<file path="config.mk">
export PLATFORM = sky130hd
export DESIGN_NAME = round_robin_task_scheduler
export DESIGN_NICKNAME = d
export VERILOG_FILES = /design/src/rrts_pkg.sv /design/src/rrts_ram.sv /design/src/rrts_ctrl.sv /design/src/rrts_dp.sv /design/src/round_robin_task_scheduler.sv
export VERILOG_INCLUDE_DIRS = /design/src /design/src/src
export SDC_FILE = /design/constraint.sdc
export NUM_CORES = 1
export LEC_CHECK = 0
export BUFFER_PORTS_ARGS = -buffer_cell sky130_fd_sc_hd__buf_2
export CORE_UTILIZATION = 55
export CTS_BUF_LIST = sky130_fd_sc_hd__clkbuf_2
export CTS_CLUSTER_DIAMETER = 30
export DETAILED_ROUTE_END_ITERATION = 10
export MAX_ROUTING_LAYER = met4
export PLACE_DENSITY = 0.73
export SETUP_SLACK_MARGIN = 0.05
export SLEW_MARGIN = 20
export SYNTH_ARGS = -nofsm -noshare
export SYNTH_HDL_FRONTEND = slang
export SYNTH_SLANG_ARGS = --single-unit
</file>
<file path="constraint.sdc">
create_clock -name clk -period 10.9 [get_ports clk]
set_input_delay 2.18 -clock clk [delete_from_list [all_inputs] [get_ports clk]]
set_output_delay 2.18 -clock clk [all_outputs]
set_load 0.01 [all_outputs]
</file>
<file path="src/round_robin_task_scheduler_macros.svh">
// Assertion macros shared by the scheduler RTL.
// Each macro expects clk and rst_n in scope.
`ifndef ROUND_ROBIN_TASK_SCHEDULER_MACROS_SVH
`define ROUND_ROBIN_TASK_SCHEDULER_MACROS_SVH

// Consequent must hold in the same cycle as the antecedent.
`define RRTS_ASSERT_IMP(lbl, ante, cons, msg) \
  lbl: assert property (@(posedge clk) disable iff (!rst_n) (ante) |-> (cons)) \
    else $error(msg);

// Condition must hold at every sampled edge outside reset.
`define RRTS_ASSERT_ALWAYS(lbl, cond, msg) \
  lbl: assert property (@(posedge clk) disable iff (!rst_n) (cond)) \
    else $error(msg);

`endif

</file>
<file path="src/rrts_pkg.sv">
`default_nettype none

package rrts_pkg;

  localparam int NUM_SLOTS = 32;
  localparam int SLOT_W    = $clog2(NUM_SLOTS);
  localparam int CNT_W     = $clog2(NUM_SLOTS + 1);
  localparam int SLOT_FW   = 5;
  localparam int PRIO_W    = 8;

  localparam logic [1:0] MODE_ALLOC  = 2'd0;
  localparam logic [1:0] MODE_RUN    = 2'd1;
  localparam logic [1:0] MODE_SLEEP  = 2'd2;
  localparam logic [1:0] MODE_SWITCH = 2'd3;

  localparam logic [1:0] STS_OK      = 2'd0;
  localparam logic [1:0] STS_NOFREE  = 2'd1;
  localparam logic [1:0] STS_IGNORED = 2'd2;
  localparam logic [1:0] STS_EMPTY   = 2'd3;

  typedef struct packed {
    logic [1:0]         mode;
    logic [SLOT_FW-1:0] slot;
    logic [PRIO_W-1:0]  priority_req;
  } in_item_t;

  typedef struct packed {
    logic [1:0]         status;
    logic [SLOT_FW-1:0] chosen_slot;
    logic               do_switch;
    logic [PRIO_W-1:0]  time_slice;
  } out_item_t;

  // Datapath operations requested by the controller
  typedef enum logic [4:0] {
    OP_IDLE,
    OP_RUN,
    OP_IGNORE,
    OP_EMPTY,
    OP_NOFREE,
    OP_ALLOC_START,
    OP_ALLOC_TAKE,
    OP_ALLOC_NEXT,
    OP_SLEEP_START,
    OP_SEARCH,
    OP_SHIFT_START,
    OP_SHIFT,
    OP_SHIFT_END,
    OP_FIX_BEFORE,
    OP_FIX_AT,
    OP_FIX_AFTER,
    OP_SW_PREV,
    OP_SW_ADV,
    OP_FIN_LIST,
    OP_FIN_PRIO,
    OP_FIN_EMIT
  } op_t;

  typedef struct packed {
    op_t op;
  } cmd_t;

  typedef struct packed {
    logic run_ok;     // run request carries a usable slot and priority
    logic slot_run;   // requested slot is in range and runnable
    logic cnt_zero;   // run list empty
    logic free_hit;   // slot under the scan index is free
    logic idx_last;   // scan index on the last slot
    logic match_hit;  // list entry just read equals the sleeping slot
    logic scan_end;   // list walk finished, nothing in flight
    logic pos_lt_cur; // removed entry stood before the current position
    logic pos_eq_cur; // removed entry was the current one
  } stat_t;

endpackage

`default_nettype wire

</file>
<file path="src/rrts_ram.sv">
`default_nettype none

module rrts_ram #(
  parameter int WIDTH = 8,
  parameter int DEPTH = 32
) (
  input  wire logic                     clk,
  input  wire logic                     wr_en,
  input  wire logic [$clog2(DEPTH)-1:0] wr_addr,
  input  wire logic [WIDTH-1:0]         wr_data,
  input  wire logic [$clog2(DEPTH)-1:0] rd_addr,
  output logic      [WIDTH-1:0]         rd_data
);

  logic [WIDTH-1:0] mem_r [DEPTH];
  logic [WIDTH-1:0] rd_data_r;

  always_ff @(posedge clk) begin
    if (wr_en) begin
      mem_r[wr_addr] <= wr_data;
    end
    rd_data_r <= mem_r[rd_addr];
  end

  assign rd_data = rd_data_r;

endmodule

`default_nettype wire

</file>
<file path="src/rrts_ctrl.sv">
`default_nettype none

module rrts_ctrl (
  input  wire logic           clk,
  input  wire logic           rst_n,
  input  wire logic           start,
  input  wire logic [1:0]     in_mode,
  input  wire rrts_pkg::stat_t st,
  output rrts_pkg::cmd_t      cmd,
  output logic                busy
);

  typedef enum logic [9:0] {
    S_IDLE     = 10'b00_0000_0001,
    S_ALLOC    = 10'b00_0000_0010,
    S_SEARCH   = 10'b00_0000_0100,
    S_SHIFT    = 10'b00_0000_1000,
    S_FIX      = 10'b00_0001_0000,
    S_SW_ADV   = 10'b00_0010_0000,
    S_FIN_LIST = 10'b00_0100_0000,
    S_FIN_PRIO = 10'b00_1000_0000,
    S_FIN_EMIT = 10'b01_0000_0000,
    S_SPARE    = 10'b10_0000_0000
  } state_t;

  state_t state_r, state_nxt;

  always_comb begin
    state_nxt = state_r;
    cmd.op    = rrts_pkg::OP_IDLE;
    case (state_r)
      S_IDLE: begin
        if (start) begin
          case (in_mode)
            rrts_pkg::MODE_ALLOC: begin
              cmd.op    = rrts_pkg::OP_ALLOC_START;
              state_nxt = S_ALLOC;
            end
            rrts_pkg::MODE_RUN: begin
              cmd.op = st.run_ok ? rrts_pkg::OP_RUN : rrts_pkg::OP_IGNORE;
            end
            rrts_pkg::MODE_SLEEP: begin
              if (st.slot_run) begin
                cmd.op    = rrts_pkg::OP_SLEEP_START;
                state_nxt = S_SEARCH;
              end else begin
                cmd.op = rrts_pkg::OP_IGNORE;
              end
            end
            default: begin
              if (st.cnt_zero) begin
                cmd.op = rrts_pkg::OP_EMPTY;
              end else begin
                cmd.op    = rrts_pkg::OP_SW_PREV;
                state_nxt = S_SW_ADV;
              end
            end
          endcase
        end
      end
      S_ALLOC: begin
        if (st.free_hit) begin
          cmd.op    = rrts_pkg::OP_ALLOC_TAKE;
          state_nxt = S_IDLE;
        end else if (st.idx_last) begin
          cmd.op    = rrts_pkg::OP_NOFREE;
          state_nxt = S_IDLE;
        end else begin
          cmd.op = rrts_pkg::OP_ALLOC_NEXT;
        end
      end
      S_SEARCH: begin
        if (st.match_hit) begin
          cmd.op    = rrts_pkg::OP_SHIFT_START;
          state_nxt = S_SHIFT;
        end else if (st.scan_end) begin
          cmd.op    = rrts_pkg::OP_IGNORE;
          state_nxt = S_IDLE;
        end else begin
          cmd.op = rrts_pkg::OP_SEARCH;
        end
      end
      S_SHIFT: begin
        if (st.scan_end) begin
          cmd.op    = rrts_pkg::OP_SHIFT_END;
          state_nxt = S_FIX;
        end else begin
          cmd.op = rrts_pkg::OP_SHIFT;
        end
      end
      S_FIX: begin
        if (st.cnt_zero) begin
          cmd.op    = rrts_pkg::OP_EMPTY;
          state_nxt = S_IDLE;
        end else begin
          if (st.pos_lt_cur) begin
            cmd.op = rrts_pkg::OP_FIX_BEFORE;
          end else if (st.pos_eq_cur) begin
            cmd.op = rrts_pkg::OP_FIX_AT;
          end else begin
            cmd.op = rrts_pkg::OP_FIX_AFTER;
          end
          state_nxt = S_FIN_LIST;
        end
      end
      S_SW_ADV: begin
        cmd.op    = rrts_pkg::OP_SW_ADV;
        state_nxt = S_FIN_LIST;
      end
      S_FIN_LIST: begin
        cmd.op    = rrts_pkg::OP_FIN_LIST;
        state_nxt = S_FIN_PRIO;
      end
      S_FIN_PRIO: begin
        cmd.op    = rrts_pkg::OP_FIN_PRIO;
        state_nxt = S_FIN_EMIT;
      end
      S_FIN_EMIT: begin
        cmd.op    = rrts_pkg::OP_FIN_EMIT;
        state_nxt = S_IDLE;
      end
      default: begin
        state_nxt = S_IDLE;
      end
    endcase
  end

  always_ff @(posedge clk) begin
    if (!rst_n) begin
      state_r <= S_IDLE;
    end else begin
      state_r <= state_nxt;
    end
  end

  assign busy = (state_r != S_IDLE);

endmodule

`default_nettype wire

</file>
<file path="src/rrts_dp.sv">
`default_nettype none

`include "round_robin_task_scheduler_macros.svh"

module rrts_dp (
  input  wire logic               clk,
  input  wire logic               rst_n,
  input  wire rrts_pkg::in_item_t in_data,
  input  wire rrts_pkg::cmd_t     cmd,
  output rrts_pkg::stat_t         st,
  output logic                    out_valid,
  output rrts_pkg::out_item_t     out_data
);

  typedef enum logic [1:0] {
    SWK_NONE,
    SWK_FORCE,
    SWK_CMP
  } swk_t;

  // slot state: free is neither bit set
  logic [rrts_pkg::NUM_SLOTS-1:0] run_mask_r, run_mask_nxt;
  logic [rrts_pkg::NUM_SLOTS-1:0] alloc_mask_r, alloc_mask_nxt;
  logic [rrts_pkg::CNT_W-1:0]     cnt_r, cnt_nxt;
  logic [rrts_pkg::SLOT_W-1:0]    cur_r, cur_nxt;
  logic [rrts_pkg::CNT_W-1:0]     idx_r, idx_nxt;
  logic [rrts_pkg::SLOT_W-1:0]    tag_r, tag_nxt;
  logic                           rd_vld_r, rd_vld_nxt;
  logic [rrts_pkg::SLOT_W-1:0]    pos_r, pos_nxt;
  logic [rrts_pkg::SLOT_W-1:0]    slot_r, slot_nxt;
  logic [rrts_pkg::SLOT_W-1:0]    prev_r, prev_nxt;
  logic [rrts_pkg::SLOT_W-1:0]    sel_r, sel_nxt;
  swk_t                           swk_r, swk_nxt;
  logic                           out_valid_r, out_valid_nxt;
  rrts_pkg::out_item_t            out_data_r, out_data_nxt;

  logic                           lst_we;
  logic [rrts_pkg::SLOT_W-1:0]    lst_waddr, lst_wdata, lst_raddr, lst_rdata;
  logic                           pr_we;
  logic [rrts_pkg::SLOT_W-1:0]    pr_waddr, pr_raddr;
  logic [rrts_pkg::PRIO_W-1:0]    pr_wdata, pr_rdata;

  logic [rrts_pkg::SLOT_W-1:0]    in_slot;
  logic [rrts_pkg::SLOT_W-1:0]    idx_slot;
  logic [rrts_pkg::CNT_W-1:0]     cur_inc;
  logic                           slot_ok;
  logic                           slot_run;
  logic                           issue;
  logic                           append;

  rrts_ram #(
    .WIDTH (rrts_pkg::SLOT_W),
    .DEPTH (rrts_pkg::NUM_SLOTS)
  ) u_list_ram (
    .clk     (clk),
    .wr_en   (lst_we),
    .wr_addr (lst_waddr),
    .wr_data (lst_wdata),
    .rd_addr (lst_raddr),
    .rd_data (lst_rdata)
  );

  rrts_ram #(
    .WIDTH (rrts_pkg::PRIO_W),
    .DEPTH (rrts_pkg::NUM_SLOTS)
  ) u_prio_ram (
    .clk     (clk),
    .wr_en   (pr_we),
    .wr_addr (pr_waddr),
    .wr_data (pr_wdata),
    .rd_addr (pr_raddr),
    .rd_data (pr_rdata)
  );

  assign in_slot  = rrts_pkg::SLOT_W'(in_data.slot);
  assign idx_slot = idx_r[rrts_pkg::SLOT_W-1:0];
  assign slot_ok  = (int'(in_data.slot) < rrts_pkg::NUM_SLOTS);
  assign slot_run = slot_ok && run_mask_r[in_slot];
  assign issue    = (idx_r < cnt_r);
  assign append   = !slot_run && (int'(cnt_r) < rrts_pkg::NUM_SLOTS);
  assign cur_inc  = rrts_pkg::CNT_W'(cur_r) + rrts_pkg::CNT_W'(1);

  always_comb begin
    st.run_ok     = slot_ok && (in_data.priority_req != '0);
    st.slot_run   = slot_run;
    st.cnt_zero   = (cnt_r == '0);
    st.free_hit   = !run_mask_r[idx_slot] && !alloc_mask_r[idx_slot];
    st.idx_last   = (idx_r == rrts_pkg::CNT_W'(rrts_pkg::NUM_SLOTS - 1));
    st.match_hit  = rd_vld_r && (lst_rdata == slot_r);
    st.scan_end   = !issue && !rd_vld_r;
    st.pos_lt_cur = (pos_r < cur_r);
    st.pos_eq_cur = (pos_r == cur_r);
  end

  always_comb begin
    run_mask_nxt   = run_mask_r;
    alloc_mask_nxt = alloc_mask_r;
    cnt_nxt        = cnt_r;
    cur_nxt        = cur_r;
    idx_nxt        = idx_r;
    tag_nxt        = tag_r;
    rd_vld_nxt     = rd_vld_r;
    pos_nxt        = pos_r;
    slot_nxt       = slot_r;
    prev_nxt       = prev_r;
    sel_nxt        = sel_r;
    swk_nxt        = swk_r;
    out_valid_nxt  = 1'b0;
    out_data_nxt   = out_data_r;
    lst_we         = 1'b0;
    lst_waddr      = cnt_r[rrts_pkg::SLOT_W-1:0];
    lst_wdata      = in_slot;
    lst_raddr      = cur_r;
    pr_we          = 1'b0;
    pr_waddr       = in_slot;
    pr_wdata       = in_data.priority_req;
    pr_raddr       = lst_rdata;

    case (cmd.op)
      rrts_pkg::OP_RUN: begin
        pr_we = 1'b1;
        if (append) begin
          lst_we                  = 1'b1;
          run_mask_nxt[in_slot]   = 1'b1;
          alloc_mask_nxt[in_slot] = 1'b0;
          cnt_nxt                 = cnt_r + rrts_pkg::CNT_W'(1);
        end
        out_valid_nxt = 1'b1;
        out_data_nxt  = '{rrts_pkg::STS_OK, in_data.slot, 1'b0, in_data.priority_req};
      end
      rrts_pkg::OP_IGNORE: begin
        out_valid_nxt = 1'b1;
        out_data_nxt  = '{rrts_pkg::STS_IGNORED, '0, 1'b0, '0};
      end
      rrts_pkg::OP_EMPTY: begin
        cur_nxt       = '0;
        out_valid_nxt = 1'b1;
        out_data_nxt  = '{rrts_pkg::STS_EMPTY, '0, 1'b0, '0};
      end
      rrts_pkg::OP_NOFREE: begin
        out_valid_nxt = 1'b1;
        out_data_nxt  = '{rrts_pkg::STS_NOFREE, '0, 1'b0, '0};
      end
      rrts_pkg::OP_ALLOC_START: begin
        idx_nxt = '0;
      end
      rrts_pkg::OP_ALLOC_TAKE: begin
        alloc_mask_nxt[idx_slot] = 1'b1;
        out_valid_nxt            = 1'b1;
        out_data_nxt = '{rrts_pkg::STS_OK, rrts_pkg::SLOT_FW'(idx_slot), 1'b0, '0};
      end
      rrts_pkg::OP_ALLOC_NEXT: begin
        idx_nxt = idx_r + rrts_pkg::CNT_W'(1);
      end
      rrts_pkg::OP_SLEEP_START: begin
        run_mask_nxt[in_slot]   = 1'b0;
        alloc_mask_nxt[in_slot] = 1'b1;
        slot_nxt                = in_slot;
        idx_nxt                 = '0;
        rd_vld_nxt              = 1'b0;
      end
      rrts_pkg::OP_SEARCH: begin
        lst_raddr  = idx_slot;
        rd_vld_nxt = issue;
        tag_nxt    = idx_slot;
        if (issue) begin
          idx_nxt = idx_r + rrts_pkg::CNT_W'(1);
        end
      end
      rrts_pkg::OP_SHIFT_START: begin
        pos_nxt    = tag_r;
        idx_nxt    = rrts_pkg::CNT_W'(tag_r) + rrts_pkg::CNT_W'(1);
        rd_vld_nxt = 1'b0;
      end
      rrts_pkg::OP_SHIFT: begin
        // move the entry read last cycle one place towards the head
        if (rd_vld_r) begin
          lst_we    = 1'b1;
          lst_waddr = tag_r - rrts_pkg::SLOT_W'(1);
          lst_wdata = lst_rdata;
        end
        lst_raddr  = idx_slot;
        rd_vld_nxt = issue;
        tag_nxt    = idx_slot;
        if (issue) begin
          idx_nxt = idx_r + rrts_pkg::CNT_W'(1);
        end
      end
      rrts_pkg::OP_SHIFT_END: begin
        cnt_nxt = cnt_r - rrts_pkg::CNT_W'(1);
      end
      rrts_pkg::OP_FIX_BEFORE: begin
        cur_nxt = cur_r - rrts_pkg::SLOT_W'(1);
        swk_nxt = SWK_NONE;
      end
      rrts_pkg::OP_FIX_AT: begin
        if (rrts_pkg::CNT_W'(cur_r) >= cnt_r) begin
          cur_nxt = '0;
        end
        swk_nxt = SWK_FORCE;
      end
      rrts_pkg::OP_FIX_AFTER: begin
        swk_nxt = SWK_NONE;
      end
      rrts_pkg::OP_SW_PREV: begin
        lst_raddr = cur_r;
      end
      rrts_pkg::OP_SW_ADV: begin
        prev_nxt = lst_rdata;
        cur_nxt  = (cur_inc >= cnt_r) ? '0 : cur_inc[rrts_pkg::SLOT_W-1:0];
        swk_nxt  = SWK_CMP;
      end
      rrts_pkg::OP_FIN_LIST: begin
        lst_raddr = cur_r;
      end
      rrts_pkg::OP_FIN_PRIO: begin
        sel_nxt  = lst_rdata;
        pr_raddr = lst_rdata;
      end
      rrts_pkg::OP_FIN_EMIT: begin
        out_valid_nxt            = 1'b1;
        out_data_nxt.status      = rrts_pkg::STS_OK;
        out_data_nxt.chosen_slot = rrts_pkg::SLOT_FW'(sel_r);
        out_data_nxt.time_slice  = pr_rdata;
        case (swk_r)
          SWK_FORCE: out_data_nxt.do_switch = 1'b1;
          SWK_CMP:   out_data_nxt.do_switch = (sel_r != prev_r);
          default:   out_data_nxt.do_switch = 1'b0;
        endcase
      end
      default: begin
      end
    endcase
  end

  always_ff @(posedge clk) begin
    if (!rst_n) begin
      run_mask_r   <= '0;
      alloc_mask_r <= '0;
      cnt_r        <= '0;
      cur_r        <= '0;
      idx_r        <= '0;
      rd_vld_r     <= 1'b0;
      out_valid_r  <= 1'b0;
    end else begin
      run_mask_r   <= run_mask_nxt;
      alloc_mask_r <= alloc_mask_nxt;
      cnt_r        <= cnt_nxt;
      cur_r        <= cur_nxt;
      idx_r        <= idx_nxt;
      rd_vld_r     <= rd_vld_nxt;
      out_valid_r  <= out_valid_nxt;
    end
  end

  always_ff @(posedge clk) begin
    tag_r      <= tag_nxt;
    pos_r      <= pos_nxt;
    slot_r     <= slot_nxt;
    prev_r     <= prev_nxt;
    sel_r      <= sel_nxt;
    swk_r      <= swk_nxt;
    out_data_r <= out_data_nxt;
  end

  assign out_valid = out_valid_r;
  assign out_data  = out_data_r;

  `RRTS_ASSERT_ALWAYS(a_mask_excl, (run_mask_r & alloc_mask_r) == '0, "slot both allocated and runnable")
  `RRTS_ASSERT_IMP(a_cnt_pop, cmd.op == rrts_pkg::OP_IDLE, $countones(run_mask_r) == int'(cnt_r), "run count differs from runnable slots")
  `RRTS_ASSERT_IMP(a_cur_range, cmd.op == rrts_pkg::OP_IDLE, (cnt_r == '0) ? (cur_r == '0) : (rrts_pkg::CNT_W'(cur_r) < cnt_r), "current position outside run list")
  `RRTS_ASSERT_IMP(a_shift_tag, (cmd.op == rrts_pkg::OP_SHIFT) && rd_vld_r, tag_r != '0, "compaction write below list head")

endmodule

`default_nettype wire

</file>
<file path="src/round_robin_task_scheduler.sv">
// Round-robin task scheduler over rrts_pkg::NUM_SLOTS task slots.
// Input channel: present in_data (mode, slot, priority_req) with start high;
// the transfer happens on the rising edge where start is high and busy low.
// Result channel: out_valid strobes for exactly one cycle with out_data
// (status, chosen_slot, do_switch, time_slice); the receiver cannot stall,
// so every result must be taken on that cycle. Exactly one result per item.
// From the accepting edge to the strobe:
//   run, ignored request, switch on an empty list: registered (back to back)
//   allocate: the slot-state scan tests one slot per cycle from slot 0 to the
//     lowest free slot, or to the last slot when none is free
//   switch: three reads of the list and priority RAMs in turn
//   sleep: one list RAM port walks the list to find the entry, then moves
//     each later entry up one place
// busy falls on the cycle the result strobes, so the next item can follow.
// Reset (rst_n low, synchronous) marks every slot free and empties the run
// list; the list and priority RAMs are not cleared and need no sweep.
`default_nettype none

module round_robin_task_scheduler (
  input  wire logic               clk,
  input  wire logic               rst_n,
  input  wire logic               start,
  input  wire rrts_pkg::in_item_t in_data,
  output logic                    busy,
  output logic                    out_valid,
  output rrts_pkg::out_item_t     out_data
);

  // command and status between the sequencer and the slot datapath
  rrts_pkg::cmd_t  cmd;
  rrts_pkg::stat_t st;

  // sequencer: decode the accepted mode, then step through scan, list walk
  // and result assembly
  rrts_ctrl u_ctrl (
    .clk     (clk),
    .rst_n   (rst_n),
    .start   (start),
    .in_mode (in_data.mode),
    .st      (st),
    .cmd     (cmd),
    .busy    (busy)
  );

  // datapath: slot state, run count, current position, list and priority
  // RAMs, and the registered result
  rrts_dp u_dp (
    .clk       (clk),
    .rst_n     (rst_n),
    .in_data   (in_data),
    .cmd       (cmd),
    .st        (st),
    .out_valid (out_valid),
    .out_data  (out_data)
  );

endmodule

`default_nettype wire

</file>
==> run summary <==
outcome -> finished, final reports clean
Crit-path slowest cell -> dfxtp_1
largest net degree at the start of global routing -> 81
Distinct cells, synth -> 76
Static Leak -> 9.164 nW
Final Slew Violations -> 0
initial core utilization -> 0.5574
Ys Warns -> 0
CP endpoint kind -> flip-flop
CTS tree -> yes
Levels on crit path -> 11
Slew @ Worst Pin -> 1.064 ns
Mapped Avg Cell Area -> 13.28 um2
DRT Pass-1 Iters -> 6
# hold bufs at CTS -> 0
Worst R2R End -> u_dp.u_list_ram.mem_r[20][3]
pwr dens -> 176.8 mW/mm2
max incr delay on CP -> 0.76 ns
setup TNS -> 0 ns
Startpoint Class -> flip-flop
Avg WL per Cell -> 23.40 um
CTS max path bufs -> 3
Sink Count -> 564
DR vias/cell -> 6.251
Vert. Die Dim -> 213.5 um
CP Max Fanout -> 15
DR iter-0 viols -> 2010
crit-path leading delay family -> simple AND/OR/NAND/NOR gates
Port Buf Inserts -> 35
Mapped Area -> 0.02459 mm2
final worst-path cycle share -> 0.5039
Synth-to-Final Area Change -> 8.806%
worst reg2reg startpoint -> u_dp.idx_r[2]
# IOs -> 36
Overall Global Routing Usage -> 0.2908
CP Launch Point -> u_dp.idx_r[2]
RSZ-0062 raised after global routing -> no
end of the critical path -> u_dp.u_list_ram.mem_r[20][3]
core area -> 0.04412 mm2
Vias -> 16550
final setup skew -> 0.09318 ns
max-cap violations -> 0
Tmin final -> 5.492 ns
Syn Nets -> 1902
num rows -> 77
worst setup path class -> reg -> reg
Hold Crit Start -> u_dp.alloc_mask_r[26]
Post-synth EDFFs -> 459
Req. time, crit path -> 11.79 ns
share of cells above drive strength 1 -> 0.2176
antenna violations before repair -> 3
setup ws final -> 5.408 ns
first-pass GRT wire length -> 94780 um
placed cells -> 2402
Final GP Congestion -> 0.9476
Place WS -> 4.333 ns
CTS Buf Count -> 140
worst-skew pair later-pin latency -> 1.30 ns
most frequent cells in the layout -> 459 x edfxtp_1, 209 x nand2_1, 197 x nor2_1
ys async rst share -> 0
drt total wl -> 61970 um
Seq cells post-synth -> 564
Final Net Count -> 2002
H-tree depth -> 4
Hold Crit Depth -> 2
post-detail-place hpwl -> 39890 um
Gate Count Post-Synth -> 1852
relative slew slack -> 0.2869
Post-CTS Setup Bufs -> 0
DRC Markers -> 0
CP cell instances -> nor3b_1, nor4b_1, a31o_2, nor4bb_1, o211a_1, nor4_1, nand2_1, nor3_1, a32oi_1, buf_4, nor2_1
CTS Root Buffer Type -> clkbuf_2
Worst EP arrival -> 6.38 ns
Final Setup Violations -> 0
die area -> 0.04557 mm2
Worst-path clk slew -> 0.10 ns
worst IR drop on VDD -> 0.1094 mV
commonest non-fill, non-tap cell in the layout -> edfxtp_1
Finished Layout Cells -> 2648
count of final hold-check violations -> 0
Main synth FF type -> edfxtp_1
Worst Path Buf+Inv -> 1
sequential area share after synthesis -> 0.6459
vias in the first global route -> 16040
Resized cells post-CTS -> 0
Hold WC Path Type -> reg -> reg
Max Freq -> 182.1 MHz
Die Wd -> 213.5 um
grt total ovfl -> 0
ANT nets after route -> 0
Reg2Reg Setup Slack -> 5.41 ns
R2R depth -> 11
-- worst min-delay path by stage --
stage,end,slack (ns)
floorplan,u_dp.tag_r[0],0.42
global placement,u_dp.alloc_mask_r[27],0.46
detailed placement,u_dp.alloc_mask_r[1],0.47
CTS,u_dp.alloc_mask_r[1],0.48
global route,u_dp.alloc_mask_r[12],0.50
finish,u_dp.alloc_mask_r[26],0.49
-- cell type report --
cell class / instances / area [um2]
fillers: 3450 / 17370
flip-flops and latches: 564 / 15890
multi-input cells: 1149 / 8194
clock buffers: 196 / 980.9
well taps: 592 / 740.7
clock inverters: 48 / 440.4
repair buffers: 61 / 370.4
inverters: 36 / 135.1
diodes: 2 / 5.005
-- sequential cells by signal (all words and copies together) (netlist names), 2 cells and up, named ones only --
signal / count
u_dp.cur_r: 5
u_dp.sel_r: 5
u_dp.u_list_ram.mem_r: 160
u_dp.slot_r: 5
u_dp.alloc_mask_r: 32
u_dp.tag_r: 5
u_dp.out_data: 16
u_dp.pos_r: 5
u_dp.cnt_r: 6
u_dp.swk_r: 2
u_dp.prev_r: 5
u_dp.idx_r: 6
u_dp.u_list_ram.rd_data: 5
u_ctrl.state_r: 9
u_dp.u_prio_ram.rd_data: 8
u_dp.u_prio_ram.mem_r: 256
-- report_power, final --
part           internal, W  switching (W)
registers          0.00242      0.0000563
logic             0.000272       0.000435
clock network     0.000702       0.000843
total              0.00340        0.00133
-- through the flow --
step	instance area, um2	total power, W	utilization	hold slack [ns]
2_1_floorplan	24590	0.002981	-	0.4196
3_3_place_gp	25310	0.003213	0.5736	0.4552
3_5_place_dp	25320	0.003229	0.5738	0.4674
4_1_cts	26740	0.004755	0.6060	0.4798
5_1_grt	26760	0.004929	0.6064	0.5012
6_report	26760	0.004730	0.6064	0.4852
-- worst register-to-register path, cell delays in order (launching register included) --
cell	delay, ns
dfxtp_1	0.76
nor3b_1	0.67
nor4b_1	0.75
a31o_2	0.20
nor4bb_1	0.07
o211a_1	0.23
nor4_1	0.51
nand2_1	0.29
nor3_1	0.63
a32oi_1	0.40
buf_4	0.28
nor2_1	0.34
-- cells by family (layout without fill, tap and decap cells) --
family,Yosys count,after routing,share of synthesized area
AOI/OAI and AO/OA,308,308,0.08552
xor gates and xnor gates,26,26,0.009259
adders and majority gates,32,32,0.01659
buffers and inverters,139,341,0.02249
DFF,564,564,0.6459
muxes,143,143,0.09972
other,0,2,0
and+or+nand+nor,640,640,0.1205
-- synth_stat cells, drive strengths merged (16+ instances only) --
| cell | instances | area [um2] |
|---|---|---|
| buf | 35 | 162.7 |
| nand2 | 209 | 784.5 |
| a21oi | 115 | 579.3 |
| nand4 | 21 | 131.4 |
| mux2 | 16 | 180.2 |
| edfxtp | 459 | 13780 |
| nor4 | 18 | 112.6 |
| xnor2 | 18 | 157.7 |
| o221a | 35 | 394.1 |
| nand3 | 56 | 280.3 |
| o21ai | 51 | 255.2 |
| inv | 34 | 127.6 |
| clkbuf | 68 | 255.2 |
| dfxtp | 105 | 2102 |
| nor2 | 198 | 750.7 |
| ha | 31 | 387.9 |
| mux4 | 80 | 1802 |
| nor3 | 44 | 236.5 |
| mux2i | 47 | 470.5 |
-- layer usage --
| metal | vias to the layer above | share of wire | global-route usage |
|---|---|---|---|
| met5 | - | 0 | - |
| met4 | 0 | 0.021 | 0.09704 |
| met3 | 131 | 0.093 | 0.07250 |
| met2 | 904 | 0.46 | 0.4245 |
| met1 | 8151 | 0.42 | 0.3999 |
| li1 | 7367 | - | - |
No activity file was read; power rests on OpenSTA's default activity.
